### src/hrhp_pkg.sv
// shared types, codes and token constants of the http request head parser
`default_nettype none

package hrhp_pkg;

    // parse phase of the current line
    typedef enum logic [2:0] {
        PH_METHOD,
        PH_PATH,
        PH_VERSION,
        PH_NAME,
        PH_VALUE,
        PH_DONE,
        PH_ERROR
    } t_phase;

    // result kind codes
    typedef enum logic [3:0] {
        KIND_IGNORED,
        KIND_METHOD,
        KIND_PATH,
        KIND_VERSION,
        KIND_HDR_NAME,
        KIND_HDR_VALUE,
        KIND_LINE_OK,
        KIND_HDR_END,
        KIND_HEAD_DONE,
        KIND_ERROR
    } t_kind;

    // method and version codes
    localparam logic [1:0] METHOD_UNKNOWN = 2'd0;
    localparam logic [1:0] METHOD_GET     = 2'd1;
    localparam logic [1:0] METHOD_POST    = 2'd2;
    localparam logic [1:0] VERSION_NONE   = 2'd0;
    localparam logic [1:0] VERSION_1_0    = 2'd1;
    localparam logic [1:0] VERSION_1_1    = 2'd2;

    // characters
    localparam logic [7:0] CH_CR    = 8'h0D;
    localparam logic [7:0] CH_LF    = 8'h0A;
    localparam logic [7:0] CH_SPACE = 8'h20;
    localparam logic [7:0] CH_COLON = 8'h3A;

    // token positions
    localparam logic [3:0] POS_MAX     = 4'd15;
    localparam logic [3:0] GET_LEN     = 4'd3;
    localparam logic [3:0] POST_LEN    = 4'd4;
    localparam logic [3:0] VERSION_LEN = 4'd8;

    // token tables, GET padded to four entries
    localparam logic [7:0] TOK_GET  [4] = '{8'h47, 8'h45, 8'h54, 8'h00};
    localparam logic [7:0] TOK_POST [4] = '{8'h50, 8'h4F, 8'h53, 8'h54};
    localparam logic [7:0] TOK_V10  [8] = '{8'h48, 8'h54, 8'h54, 8'h50,
                                            8'h2F, 8'h31, 8'h2E, 8'h30};
    localparam logic [7:0] TOK_V11  [8] = '{8'h48, 8'h54, 8'h54, 8'h50,
                                            8'h2F, 8'h31, 8'h2E, 8'h31};

    // result queue sizing
    localparam int Q_DEPTH = 8;
    localparam int Q_PTR_W = $clog2(Q_DEPTH);
    localparam int Q_CNT_W = Q_PTR_W + 1;

    // parser state
    typedef struct packed {
        t_phase     phase;
        logic       cr_held;
        logic [3:0] match_pos;
        logic [1:0] method_match;
        logic [1:0] version_match;
        logic [1:0] method_reg;
        logic [1:0] version_reg;
    } t_state;

    // one result item
    typedef struct packed {
        t_kind      kind;
        logic [7:0] out_byte;
        logic [1:0] method_code;
        logic [1:0] version_code;
        logic       last;
    } t_result;

    // state and result after one step
    typedef struct packed {
        t_state  st;
        t_result res;
    } t_step;

    // results handed from the parser core to the queue
    typedef struct packed {
        logic       busy;
        logic [1:0] count;
        t_result    res0;
        t_result    res1;
    } t_push;

endpackage

`default_nettype wire

### src/hrhp_in_if.sv
// byte input channel of the http request head parser
`default_nettype none

interface hrhp_in_if;
    logic       valid;
    logic       ready;
    logic [7:0] data_byte;

    modport source (output valid, output data_byte, input ready);
    modport sink (input valid, input data_byte, output ready);
endinterface

`default_nettype wire

### src/hrhp_out_if.sv
// result output channel of the http request head parser
`default_nettype none

interface hrhp_out_if;
    logic       valid;
    logic       ready;
    logic [3:0] kind;
    logic [7:0] out_byte;
    logic [1:0] method_code;
    logic [1:0] version_code;
    logic       last;

    modport source (output valid, output kind, output out_byte, output method_code,
                    output version_code, output last, input ready);
    modport sink (input valid, input kind, input out_byte, input method_code,
                  input version_code, input last, output ready);
endinterface

`default_nettype wire

### src/hrhp_core.sv
// parser core: input byte register, parse state and per-byte result logic
`default_nettype none

module hrhp_core
    import hrhp_pkg::*;
(
    input  wire logic       i_clk,
    input  wire logic       i_rst_n,
    input  wire logic       i_accept,
    input  wire logic [7:0] i_data_byte,
    output t_push           o_push
);

    logic       r_in_valid;
    logic [7:0] r_in_byte;
    t_state     r_st;
    t_state     n_st;

    t_step  w_feed_b;
    t_step  w_feed_cr;
    t_step  w_feed_cr_b;
    t_step  w_line_end;
    t_state w_mid;

    // result built from the updated state
    function automatic t_result make_res(t_state s, t_kind k, logic [7:0] b);
        t_result r;
        r.kind         = k;
        r.out_byte     = b;
        r.method_code  = s.method_reg;
        r.version_code = s.version_reg;
        r.last         = 1'b0;
        return r;
    endfunction

    function automatic logic [3:0] bump(logic [3:0] pos);
        return (pos < POS_MAX) ? pos + 4'd1 : pos;
    endfunction

    // one content or delimiter byte of the current line
    function automatic t_step feed(t_state s, logic [7:0] b);
        t_step      r;
        t_kind      k;
        logic [7:0] ob;
        r.st = s;
        k    = KIND_IGNORED;
        ob   = 8'd0;
        case (s.phase)
            PH_METHOD: begin
                if (b == CH_SPACE) begin
                    if (s.match_pos == GET_LEN && s.method_match[0]) begin
                        r.st.method_reg = METHOD_GET;
                    end else if (s.match_pos == POST_LEN && s.method_match[1]) begin
                        r.st.method_reg = METHOD_POST;
                    end else begin
                        r.st.method_reg = METHOD_UNKNOWN;
                    end
                    r.st.phase = PH_PATH;
                end else begin
                    if (!(s.match_pos < GET_LEN && TOK_GET[s.match_pos[1:0]] == b)) begin
                        r.st.method_match[0] = 1'b0;
                    end
                    if (!(s.match_pos < POST_LEN && TOK_POST[s.match_pos[1:0]] == b)) begin
                        r.st.method_match[1] = 1'b0;
                    end
                    r.st.match_pos = bump(s.match_pos);
                    k  = KIND_METHOD;
                    ob = b;
                end
            end
            PH_PATH: begin
                if (b == CH_SPACE) begin
                    r.st.phase         = PH_VERSION;
                    r.st.match_pos     = 4'd0;
                    r.st.version_match = 2'b11;
                end else begin
                    k  = KIND_PATH;
                    ob = b;
                end
            end
            PH_VERSION: begin
                if (!(s.match_pos < VERSION_LEN && TOK_V10[s.match_pos[2:0]] == b)) begin
                    r.st.version_match[0] = 1'b0;
                end
                if (!(s.match_pos < VERSION_LEN && TOK_V11[s.match_pos[2:0]] == b)) begin
                    r.st.version_match[1] = 1'b0;
                end
                r.st.match_pos = bump(s.match_pos);
                k  = KIND_VERSION;
                ob = b;
            end
            PH_NAME: begin
                if (b == CH_COLON) begin
                    r.st.phase = PH_VALUE;
                end else begin
                    k  = KIND_HDR_NAME;
                    ob = b;
                end
            end
            PH_VALUE: begin
                k  = KIND_HDR_VALUE;
                ob = b;
            end
            default: begin
                k = KIND_IGNORED;
            end
        endcase
        r.res = make_res(r.st, k, ob);
        return r;
    endfunction

    // cr lf line end
    function automatic t_step line_end(t_state s);
        t_step r;
        t_kind k;
        r.st = s;
        k    = KIND_IGNORED;
        case (s.phase)
            PH_VERSION: begin
                if (s.match_pos == VERSION_LEN && s.version_match[0]) begin
                    r.st.version_reg = VERSION_1_0;
                    r.st.phase       = PH_NAME;
                    k                = KIND_LINE_OK;
                end else if (s.match_pos == VERSION_LEN && s.version_match[1]) begin
                    r.st.version_reg = VERSION_1_1;
                    r.st.phase       = PH_NAME;
                    k                = KIND_LINE_OK;
                end else begin
                    r.st.phase = PH_ERROR;
                    k          = KIND_ERROR;
                end
            end
            PH_METHOD, PH_PATH: begin
                r.st.phase = PH_ERROR;
                k          = KIND_ERROR;
            end
            PH_NAME: begin
                r.st.phase = PH_DONE;
                k          = KIND_HEAD_DONE;
            end
            PH_VALUE: begin
                r.st.phase = PH_NAME;
                k          = KIND_HDR_END;
            end
            default: begin
                k = KIND_IGNORED;
            end
        endcase
        r.res = make_res(r.st, k, 8'd0);
        return r;
    endfunction

    // input byte register
    always_ff @(posedge i_clk) begin
        if (!i_rst_n) begin
            r_in_valid <= 1'b0;
        end else begin
            r_in_valid <= i_accept;
        end
        if (i_accept) begin
            r_in_byte <= i_data_byte;
        end
    end

    // candidate steps for the registered byte
    always_comb begin
        w_feed_b         = feed(r_st, r_in_byte);
        w_feed_cr        = feed(r_st, CH_CR);
        w_mid            = w_feed_cr.st;
        w_mid.cr_held    = 1'b0;
        w_feed_cr_b      = feed(w_mid, r_in_byte);
        w_line_end       = line_end(r_st);
        w_line_end.st.cr_held = 1'b0;
    end

    // select the step and the results it produces
    always_comb begin
        n_st         = r_st;
        o_push.busy  = r_in_valid;
        o_push.count = 2'd0;
        o_push.res0  = make_res(r_st, KIND_IGNORED, 8'd0);
        o_push.res1  = make_res(r_st, KIND_IGNORED, 8'd0);
        if (r_in_valid) begin
            if (r_st.phase == PH_DONE || r_st.phase == PH_ERROR) begin
                n_st.cr_held = 1'b0;
                o_push.count = 2'd1;
            end else if (r_st.cr_held) begin
                if (r_in_byte == CH_LF) begin
                    n_st         = w_line_end.st;
                    o_push.res0  = w_line_end.res;
                    o_push.count = 2'd1;
                end else if (r_in_byte == CH_CR) begin
                    // release the held cr, hold the new one
                    n_st         = w_feed_cr.st;
                    o_push.res0  = w_feed_cr.res;
                    o_push.count = 2'd1;
                end else begin
                    n_st         = w_feed_cr_b.st;
                    o_push.res0  = w_feed_cr.res;
                    o_push.res1  = w_feed_cr_b.res;
                    o_push.count = 2'd2;
                end
            end else if (r_in_byte == CH_CR) begin
                n_st.cr_held = 1'b1;
            end else begin
                n_st         = w_feed_b.st;
                o_push.res0  = w_feed_b.res;
                o_push.count = 2'd1;
            end
        end
        // flag the final result of this byte
        if (o_push.count == 2'd2) begin
            o_push.res1.last = 1'b1;
        end else begin
            o_push.res0.last = 1'b1;
        end
    end

    // parse state register
    always_ff @(posedge i_clk) begin
        if (!i_rst_n) begin
            r_st.phase         <= PH_METHOD;
            r_st.cr_held       <= 1'b0;
            r_st.match_pos     <= 4'd0;
            r_st.method_match  <= 2'b11;
            r_st.version_match <= 2'b11;
            r_st.method_reg    <= METHOD_UNKNOWN;
            r_st.version_reg   <= VERSION_NONE;
        end else begin
            r_st <= n_st;
        end
    end

`ifndef SYNTHESIS
    // error is sticky
    a_error_sticky: assert property (@(posedge i_clk) disable iff (!i_rst_n)
        r_st.phase == PH_ERROR |=> r_st.phase == PH_ERROR)
        else $error("error phase left");

    // a byte in done or error gives exactly one result
    a_done_one: assert property (@(posedge i_clk) disable iff (!i_rst_n)
        r_in_valid && (r_st.phase == PH_DONE || r_st.phase == PH_ERROR)
        |-> o_push.count == 2'd1)
        else $error("wrong result count after head end");
`endif

endmodule

`default_nettype wire

### src/hrhp_result_queue.sv
// result queue: takes up to two results a cycle, hands out one
`default_nettype none

module hrhp_result_queue
    import hrhp_pkg::*;
(
    input  wire logic               i_clk,
    input  wire logic               i_rst_n,
    input  wire t_push              i_push,
    input  wire logic               i_pop,
    output t_result                 o_head,
    output logic [Q_CNT_W-1:0]      o_count
);

    t_result              r_q [Q_DEPTH];
    logic [Q_PTR_W-1:0]   r_wr_ptr;
    logic [Q_PTR_W-1:0]   r_rd_ptr;
    logic [Q_CNT_W-1:0]   r_count;
    logic [Q_PTR_W-1:0]   w_wr_ptr1;

    assign w_wr_ptr1 = r_wr_ptr + Q_PTR_W'(1);
    assign o_head    = r_q[r_rd_ptr];
    assign o_count   = r_count;

    // entry storage
    always_ff @(posedge i_clk) begin
        if (i_push.count != 2'd0) begin
            r_q[r_wr_ptr] <= i_push.res0;
        end
        if (i_push.count == 2'd2) begin
            r_q[w_wr_ptr1] <= i_push.res1;
        end
    end

    // pointers and fill count
    always_ff @(posedge i_clk) begin
        if (!i_rst_n) begin
            r_wr_ptr <= '0;
            r_rd_ptr <= '0;
            r_count  <= '0;
        end else begin
            r_wr_ptr <= r_wr_ptr + Q_PTR_W'(i_push.count);
            if (i_pop) begin
                r_rd_ptr <= r_rd_ptr + Q_PTR_W'(1);
            end
            r_count <= r_count + Q_CNT_W'(i_push.count) - Q_CNT_W'(i_pop);
        end
    end

`ifndef SYNTHESIS
    // never overfilled
    a_no_overflow: assert property (@(posedge i_clk) disable iff (!i_rst_n)
        r_count <= Q_CNT_W'(Q_DEPTH))
        else $error("result queue overflow");

    // pointers agree with the fill count
    a_ptr_count: assert property (@(posedge i_clk) disable iff (!i_rst_n)
        Q_PTR_W'(r_wr_ptr - r_rd_ptr) == r_count[Q_PTR_W-1:0])
        else $error("result queue pointers out of step");
`endif

endmodule

`default_nettype wire

### src/http_request_head_parser.sv
// http request head parser top level
// path: an accepted byte is registered in the core and its results enter the queue
// throughput: one byte accepted per cycle while the queue has room, results leave
// one per cycle through an eight-entry queue while the output is ready; a released cr
// makes a byte give two results, and the queue's fill level sets when the input takes the next byte
// reset: synchronous active low, parser returns to the request method phase
`default_nettype none

module http_request_head_parser
    import hrhp_pkg::*;
(
    input  wire logic  i_clk,
    input  wire logic  i_rst_n,
    hrhp_in_if.sink    i_in,
    hrhp_out_if.source o_out
);

    logic               w_accept;
    logic               w_pop;
    t_push              w_push;
    t_result            w_head;
    logic [Q_CNT_W-1:0] w_count;
    logic [Q_CNT_W:0]   w_load;

    // room for the byte in flight and a new one, two results each
    assign w_load     = {1'b0, w_count} + {{(Q_CNT_W - 1){1'b0}}, w_push.busy, 1'b0};
    assign i_in.ready = w_load <= (Q_CNT_W + 1)'(Q_DEPTH - 4);
    assign w_accept   = i_in.valid & i_in.ready;

    hrhp_core u_core (
        .i_clk       (i_clk),
        .i_rst_n     (i_rst_n),
        .i_accept    (w_accept),
        .i_data_byte (i_in.data_byte),
        .o_push      (w_push)
    );

    hrhp_result_queue u_queue (
        .i_clk   (i_clk),
        .i_rst_n (i_rst_n),
        .i_push  (w_push),
        .i_pop   (w_pop),
        .o_head  (w_head),
        .o_count (w_count)
    );

    // output channel
    assign o_out.valid        = w_count != '0;
    assign w_pop              = o_out.valid & o_out.ready;
    assign o_out.kind         = w_head.kind;
    assign o_out.out_byte     = w_head.out_byte;
    assign o_out.method_code  = w_head.method_code;
    assign o_out.version_code = w_head.version_code;
    assign o_out.last         = w_head.last;

`ifndef SYNTHESIS
    // the second result of a byte is already queued when the first leaves
    a_pair_follows: assert property (@(posedge i_clk) disable iff (!i_rst_n)
        o_out.valid && o_out.ready && !o_out.last |=> o_out.valid)
        else $error("second result of a byte missing");
`endif

endmodule

`default_nettype wire
### src/flat_wrapper.sv
// flat-port wrapper written by rule: the top's interface ports become plain ports
module http_request_head_parser_flat import hrhp_pkg::*;
  (i_clk, i_rst_n, i_in_valid, i_in_data_byte, i_in_ready, o_out_valid, o_out_kind, o_out_out_byte, o_out_method_code, o_out_version_code, o_out_last, o_out_ready);
  hrhp_in_if i_in_i ();
  hrhp_out_if o_out_i ();
  input  wire logic i_clk;
  input  wire logic i_rst_n;
  input wire logic [$bits(i_in_i.valid)-1:0] i_in_valid;
  input wire logic [$bits(i_in_i.data_byte)-1:0] i_in_data_byte;
  output wire logic [$bits(i_in_i.ready)-1:0] i_in_ready;
  output wire logic [$bits(o_out_i.valid)-1:0] o_out_valid;
  output wire logic [$bits(o_out_i.kind)-1:0] o_out_kind;
  output wire logic [$bits(o_out_i.out_byte)-1:0] o_out_out_byte;
  output wire logic [$bits(o_out_i.method_code)-1:0] o_out_method_code;
  output wire logic [$bits(o_out_i.version_code)-1:0] o_out_version_code;
  output wire logic [$bits(o_out_i.last)-1:0] o_out_last;
  input wire logic [$bits(o_out_i.ready)-1:0] o_out_ready;
  assign i_in_i.valid = i_in_valid;
  assign i_in_i.data_byte = i_in_data_byte;
  assign i_in_ready = i_in_i.ready;
  assign o_out_valid = o_out_i.valid;
  assign o_out_kind = o_out_i.kind;
  assign o_out_out_byte = o_out_i.out_byte;
  assign o_out_method_code = o_out_i.method_code;
  assign o_out_version_code = o_out_i.version_code;
  assign o_out_last = o_out_i.last;
  assign o_out_i.ready = o_out_ready;
  http_request_head_parser u_core (.i_clk(i_clk), .i_rst_n(i_rst_n), .i_in(i_in_i), .o_out(o_out_i));
endmodule
### config.mk
export PLATFORM = sky130hd
export DESIGN_NAME = http_request_head_parser_flat
export DESIGN_NICKNAME = d
export VERILOG_FILES = /design/src/hrhp_pkg.sv /design/src/hrhp_in_if.sv /design/src/hrhp_out_if.sv /design/src/hrhp_core.sv /design/src/hrhp_result_queue.sv /design/src/http_request_head_parser.sv /design/src/flat_wrapper.sv
export SDC_FILE = /design/constraint.sdc
export NUM_CORES = 1
export LEC_CHECK = 0
export BUFFER_PORTS_ARGS = -buffer_cell sky130_fd_sc_hd__buf_2
export CELL_PAD_IN_SITES_DETAIL_PLACEMENT = 0
export CELL_PAD_IN_SITES_GLOBAL_PLACEMENT = 1
export CORE_UTILIZATION = 55
export CTS_CLUSTER_DIAMETER = 60
export DETAILED_ROUTE_END_ITERATION = 12
export GPL_ROUTABILITY_DRIVEN = 0
export PLACE_DENSITY_LB_ADDON = 0.25
export REMOVE_ABC_BUFFERS = 1
export SYNTH_ARGS = -nofsm -noshare
export SYNTH_HDL_FRONTEND = slang
export SYNTH_HIERARCHICAL = 1
export SYNTH_SLANG_ARGS = --single-unit
export TNS_END_PERCENT = 20
### constraint.sdc
create_clock -name i_clk -period 7.9 [get_ports i_clk]
set_clock_uncertainty 0.2 [all_clocks]
set_input_delay 1.58 -clock i_clk [delete_from_list [all_inputs] [get_ports i_clk]]
set_output_delay 1.58 -clock i_clk [all_outputs]
set_load 0.05 [all_outputs]
-- Word-level counts from Yosys, hierarchy flattened
Memory sizes are Yosys's and may differ from the RTL's. A register that Yosys moved wholly into a read port is not among the register bits.
Index checks and enable logic that the tools add are counted.
- bits of input ports: 12
- memories kept: 5
- word-level logic and storage cells: 227
- memory bits (writable): 136
- output and inout port bits: 19
- register bits after elaboration: 35
- bits in read-only memories: 256
- equality and inequality tests: 39
- add/sub/neg operators: 8
- reduce and logical (&&, ||, !) cells: 37
- bitwise operators: 7
- order comparisons: 13
- multiplexer cells: 104
- memories (name ; words ; width ; rd ports ; clocked after Yosys merged registers in ; write ports ; RTL line ; source):
    u_core.u_queue.r_q ; 8 ; 17 ; 1 ; 1 ; 2 ; hrhp_result_queue.sv:15 ; t_result r_q [Q_DEPTH];
    (name not given) ; 8 ; 8 ; 1 ; 0 ; 0 ; hrhp_core.sv:85 ; if (!(s.match_pos < VERSION_LEN && TOK_V11[s.match_pos[2:0]] == b)) begin
    (name not given) ; 8 ; 8 ; 1 ; 0 ; 0 ; hrhp_core.sv:82 ; if (!(s.match_pos < VERSION_LEN && TOK_V10[s.match_pos[2:0]] == b)) begin
    (name not given) ; 8 ; 8 ; 1 ; 0 ; 0 ; hrhp_core.sv:85 ;
    (name not given) ; 8 ; 8 ; 1 ; 0 ; 0 ; hrhp_core.sv:82 ;
- operator list (kind ; count):
    $mux 8 ; 18
    $bmux 8 s2 ; 4
    $eq 8x8->1 ; 8
    $mux 19 ; 3
    $mux 17 ; 3
    $eq 8x4->1 const B ; 6
    $mux 16 ; 3
    $mux 2 ; 19
    $mux 36 ; 1
    $reduce_and 7->1 ; 5
    $mux 34 ; 1
    $mux 4 ; 8
    $mux 3 ; 9
    $pmux 4 s3 ; 2
    $pmux 8 s3 ; 1
    $mux 1 ; 21
    $pmux 4 s5 ; 1
    $logic_and 1x1->1 ; 18
    $mux 18 ; 1
    $eq 8x6->1 const B ; 2
    $lt 4x4->1 const B ; 4
    $pmux 4 s4 ; 1
    $pmux 3 s5 ; 1
    $mux 12 ; 1
    38 further kinds ; 67

-- Logic depth before layout (Yosys ltp)
- depth in word-level cells: 21
- gate-level depth with buffers: 13

-- Cells and area by module
Netlist, hierarchy kept.
- by module, submodules not included (module ; instances ; cells an instance ; sequential area each (µm²) ; area an instance (µm²)):
    hrhp_result_queue ; 1 ; 425 ; 4344.2 ; 7468.4
    hrhp_core ; 1 ; 364 ; 580.6 ; 2596.2
    http_request_head_parser ; 1 ; 10 ; 0.0 ; 80.1

-- Worst setup path after synthesis
OpenSTA, ideal clock, no wires.
- kind: register to register
- from: register u_core/u_core/r_st[15] (netlist bit)
- to: memory u_core/u_queue/r_q[1][0] (netlist bit) (enable)
- setup time: 0.418 ns
- arrival time: 3.292 ns
- stages on the path, launching flop included: 8
- buffers on the path: 3
- clock period less this slack: 3.910 ns
- path slack: 3.990 ns
- cell sequence: dfxtp_1 clkbuf_1 clkbuf_1 clkbuf_1 o21ai_0 a31oi_1 o21ai_0 o31ai_1
- RTL lines (element ; RTL line ; source):
    from (decl) ; hrhp_core.sv:16 ; t_state r_st;
    from (signal assigned) ; hrhp_core.sv:230 ; r_st <= n_st;
    to (decl) ; hrhp_result_queue.sv:15 ;

==> reports/results.txt <==
The flow ran to the end, and the final reports show no timing, DRC or antenna violations. The clock tree synthesis step divided the H-tree into 4 levels. The peak ir drop on the vdd network is 0.240 mV. The detailed-routing iteration count for the pre-antenna-repair pass is 7, and the height of the die is 138 um.

Leaving out fill and tap cells, the most frequent cell in the layout is mux2_2. For the post-CTS setup-driven buffer insertion count, the log shows 0. The run gives 7.74 ns as the data required time at the worst endpoint. The port buffer count came out at 30. The async set-reset flop share out of synthesis was 0; the initial antenna violation count was 0. The tools report the reg-to-reg critical path startpoint as u_core/u_core/r_in_byte[0]. The number of hold buffers added after CTS was 0. The run gives 0 as the count of final setup violators. The run gives 0.563 as the initial cell density of the core.

The flop and latch count out of synthesis came out at 174. Number of endpoints with negative hold slack in the final report: 0. The run gives 16500 um as the placed wire-length estimate after detailed placement.

CTS saw 174 sinks. Family with the most delay on the worst path: compound AO/OA/AOI/OAI gates. Setup repair after global routing left no endpoint under its margin. Clock-pin slew was measured on the worst setup and hold paths at 0.06 ns. The core region is 0.0180 mm^2.

For the wire length of the first global-routing pass, the log shows 38800 um. The net count of the finished layout is 837. Wires add up to 25200 um. TritonCTS built the clock tree. The post-route fraction of the period consumed by the critical path works out to 0.563. The maximum frequency from static timing analysis is 225 MHz. The number of maximum-capacitance constraint violations is 0, and the areal power density over the cells is 252 mW/mm^2. The worst setup path is of the reg -> reg kind. The top cell types in the final layout, fill and taps aside, are mux2_2, edfxtp_1, nor2_1, a21oi_1, nand2_1. The critical path goes through or3b_2 > a21oi_1 > nand3_1 > a31oi_1 > o21ai_0 > o21ai_2. The tools report the total area of multi-input combinational cells as 0.00494 mm^2. 31 I/O pins were placed. The post-layout minimum cycle time is 4.45 ns. The relative slew slack was 0.140; the number of core rows was 49. The number of cells produced by synthesis was 799. Registers take 0.00493 mm^2.

Counting flops with a built-in enable in the synthesized netlist gives 144. Entering global routing, the biggest net connects 35 pins. Width of the die: 138 um. The die covers 0.0190 mm^2.

After clock tree synthesis, the repair step resized 0 gates. The number of distinct library cell variants in the gate-level netlist after synthesis was 84; the maximum count of clock buffers along a single path was 2. The run gives 0 as the max-slew violation count. The worst hold path belongs to the class reg -> reg. The detail route stage leaves a number of antenna-violating nets equal to 0. Data on the critical path arrives at its endpoint at 4.29 ns. The combined global-route utilization of all metal layers is 0.281. The proportion of layout cells with a drive suffix above 1 works out to 0.362. The tools report the launching element type of the critical path as a register.

In this run, CTS created clock tree buffers numbering 17. Yosys attributes the largest share of cell area to edfxtp_1, mux2_2, mux4_2, dfxtp_1, a21oi_1. For this run the aggregate overflow at the end of global routing stands at 0. The count of yosys warnings during synthesis was 6. In this run the clock root is driven by a clkbuf_16. Using the TritonRoute via totals, the vias-per-cell ratio works out to 6.55. The tools report the start point of the worst min-delay path as u_core/u_core/r_st[6]. The logs give 0.485 for the post-synthesis sequential area ratio and 656 for the DRC marker count from the first detailed-route iteration. The longest individual stage delay on the worst path works out to 1.08 ns.

Most common flop cell mapped by yosys: edfxtp_1. Type of destination of the critical path: a register. For the final routed database, the setup TNS stands at 0 ns. The final route contains 6867 vias. In the routed design, unresolved DRC markers number 0.

The number of antenna diodes in the final layout is 0. Cell taking the most area after synthesis: edfxtp_1. The leakage power is 3.89 nW, and the area share of the largest cell type after synthesis is 0.426. The critical path launch point is u_core/u_core/r_in_byte[0]. Hold is met by 0.262 ns. Number of global-route vias before repair: 6785. At the pin with the least slew margin, the transition time is 1.28 ns. The number of buffers and inverters on the critical path is 0.

Averaged over all synthesized cells, the footprint is 12.7 um^2. Counting the fill cells in the layout gives 1409. The area growth from synthesis to final layout works out to 8.95%.

Along the worst path, the maximum fanout reaches 17. The later pin in the worst-skew pair is clocked with a latency of 0.42 ns. The run gives 0.0101 mm^2 as the post-synthesis cell area. The per-cell routed wire length came out at 24.0 um.

The highest-delay cell along the critical path is o21ai_2.
## layout make-up
cell class                 count  area share
tap                          229      0.0259
timing repair buffer          40      0.0204
sequential                   174       0.446
clock inverter                13      0.0143
clock buffer                  18      0.0388
multi-input combinational    551       0.447
inverter                      24     0.00815
## path summary, 6_finish.rpt
path,to,slack (ns),depth (start not counted)
setup / recovery,u_core/u_queue/r_q[3][14],3.45,6
hold / removal,u_core/u_core/r_st[6],0.26,2
setup reg to reg,u_core/u_queue/r_q[3][14],3.45,6
hold reg to reg,u_core/u_core/r_st[6],0.26,2
## sequential cells by signal, indices dropped and copies added, names as in the netlist, named ones only
name                      count
u_core/u_core/r_in_byte       8
u_core/u_queue/r_rd_ptr       3
u_core/u_queue/r_wr_ptr       3
u_core/u_queue/o_count        4
u_core/u_queue/r_q          136
u_core/u_core/r_st           16
u_core/u_core/r_in_valid      1
## cells in the mapped netlist, types with 4 or more instances
master / n
a21oi_1: 40
nor2b_1: 8
xnor2_1: 13
nand2_2: 4
mux4_2: 34
o211ai_1: 4
nand3_1: 13
clkbuf_1: 26
nor3_1: 14
buf_4: 8
edfxtp_1: 144
mux2_2: 154
inv_1: 23
a31oi_1: 9
o22ai_1: 6
mux2i_1: 4
buf_2: 11
nand2_1: 39
nor2_1: 41
dfxtp_1: 30
xor2_1: 4
o21ai_0: 29
and3_1: 8
and2_1: 12
nand2b_1: 7
ha_1: 15
nor3b_1: 7
a211oi_1: 4
## worst min-delay path: stages, from the launching register on
cell and delay [ns]:
dfxtp_1 0.31, o21ai_0 0.06, nand2_1 0.05
## cells by family (layout without fill, tap and decap cells)
logic type / after synthesis / after routing / share of synthesized area
flops: 174 / 174 / 0.485
fa+ha+maj: 17 / 17 / 0.0224
compound gates: 128 / 128 / 0.0800
xor+xnor: 19 / 19 / 0.0179
other cells: 1 / 1 / 0.000370
simple gates: 193 / 193 / 0.109
buf+inv: 74 / 95 / 0.0333
mux: 193 / 193 / 0.252
## per-stage QoR
stage                     setup slack, ns  cell area, um^2   util  instances  total power, W
after global placement               3.66            10500  0.581       1018         0.00195
final                                3.45            11100  0.613       1049         0.00279
after detailed placement             3.54            10500  0.581       1018         0.00197
after global routing                 3.25            11100  0.613       1049         0.00291
after floorplan                      3.56             9900      -        749         0.00177
after CTS                            3.50            11100  0.613       1049         0.00281
## power breakdown
| part | switching [W] | internal [W] | total, W |
|---|---|---|---|
| Clock | 0.000367 | 0.000473 | 0.000840 |
| Sequential | 0.0000987 | 0.00106 | 0.00116 |
| Combinational | 0.000474 | 0.000319 | 0.000793 |
| Total | 0.000940 | 0.00185 | 0.00279 |
## per-layer routing
metal | vias to the layer above | global-route usage | share of wire
met5 | - | 0 | 0
met4 | 0 | 0.109 | 0.023
met3 | 45 | 0.0464 | 0.062
met2 | 297 | 0.472 | 0.50
met1 | 3430 | 0.363 | 0.42
li1 | 3095 | - | -
Note: power is estimated with default switching activity, not from simulation.
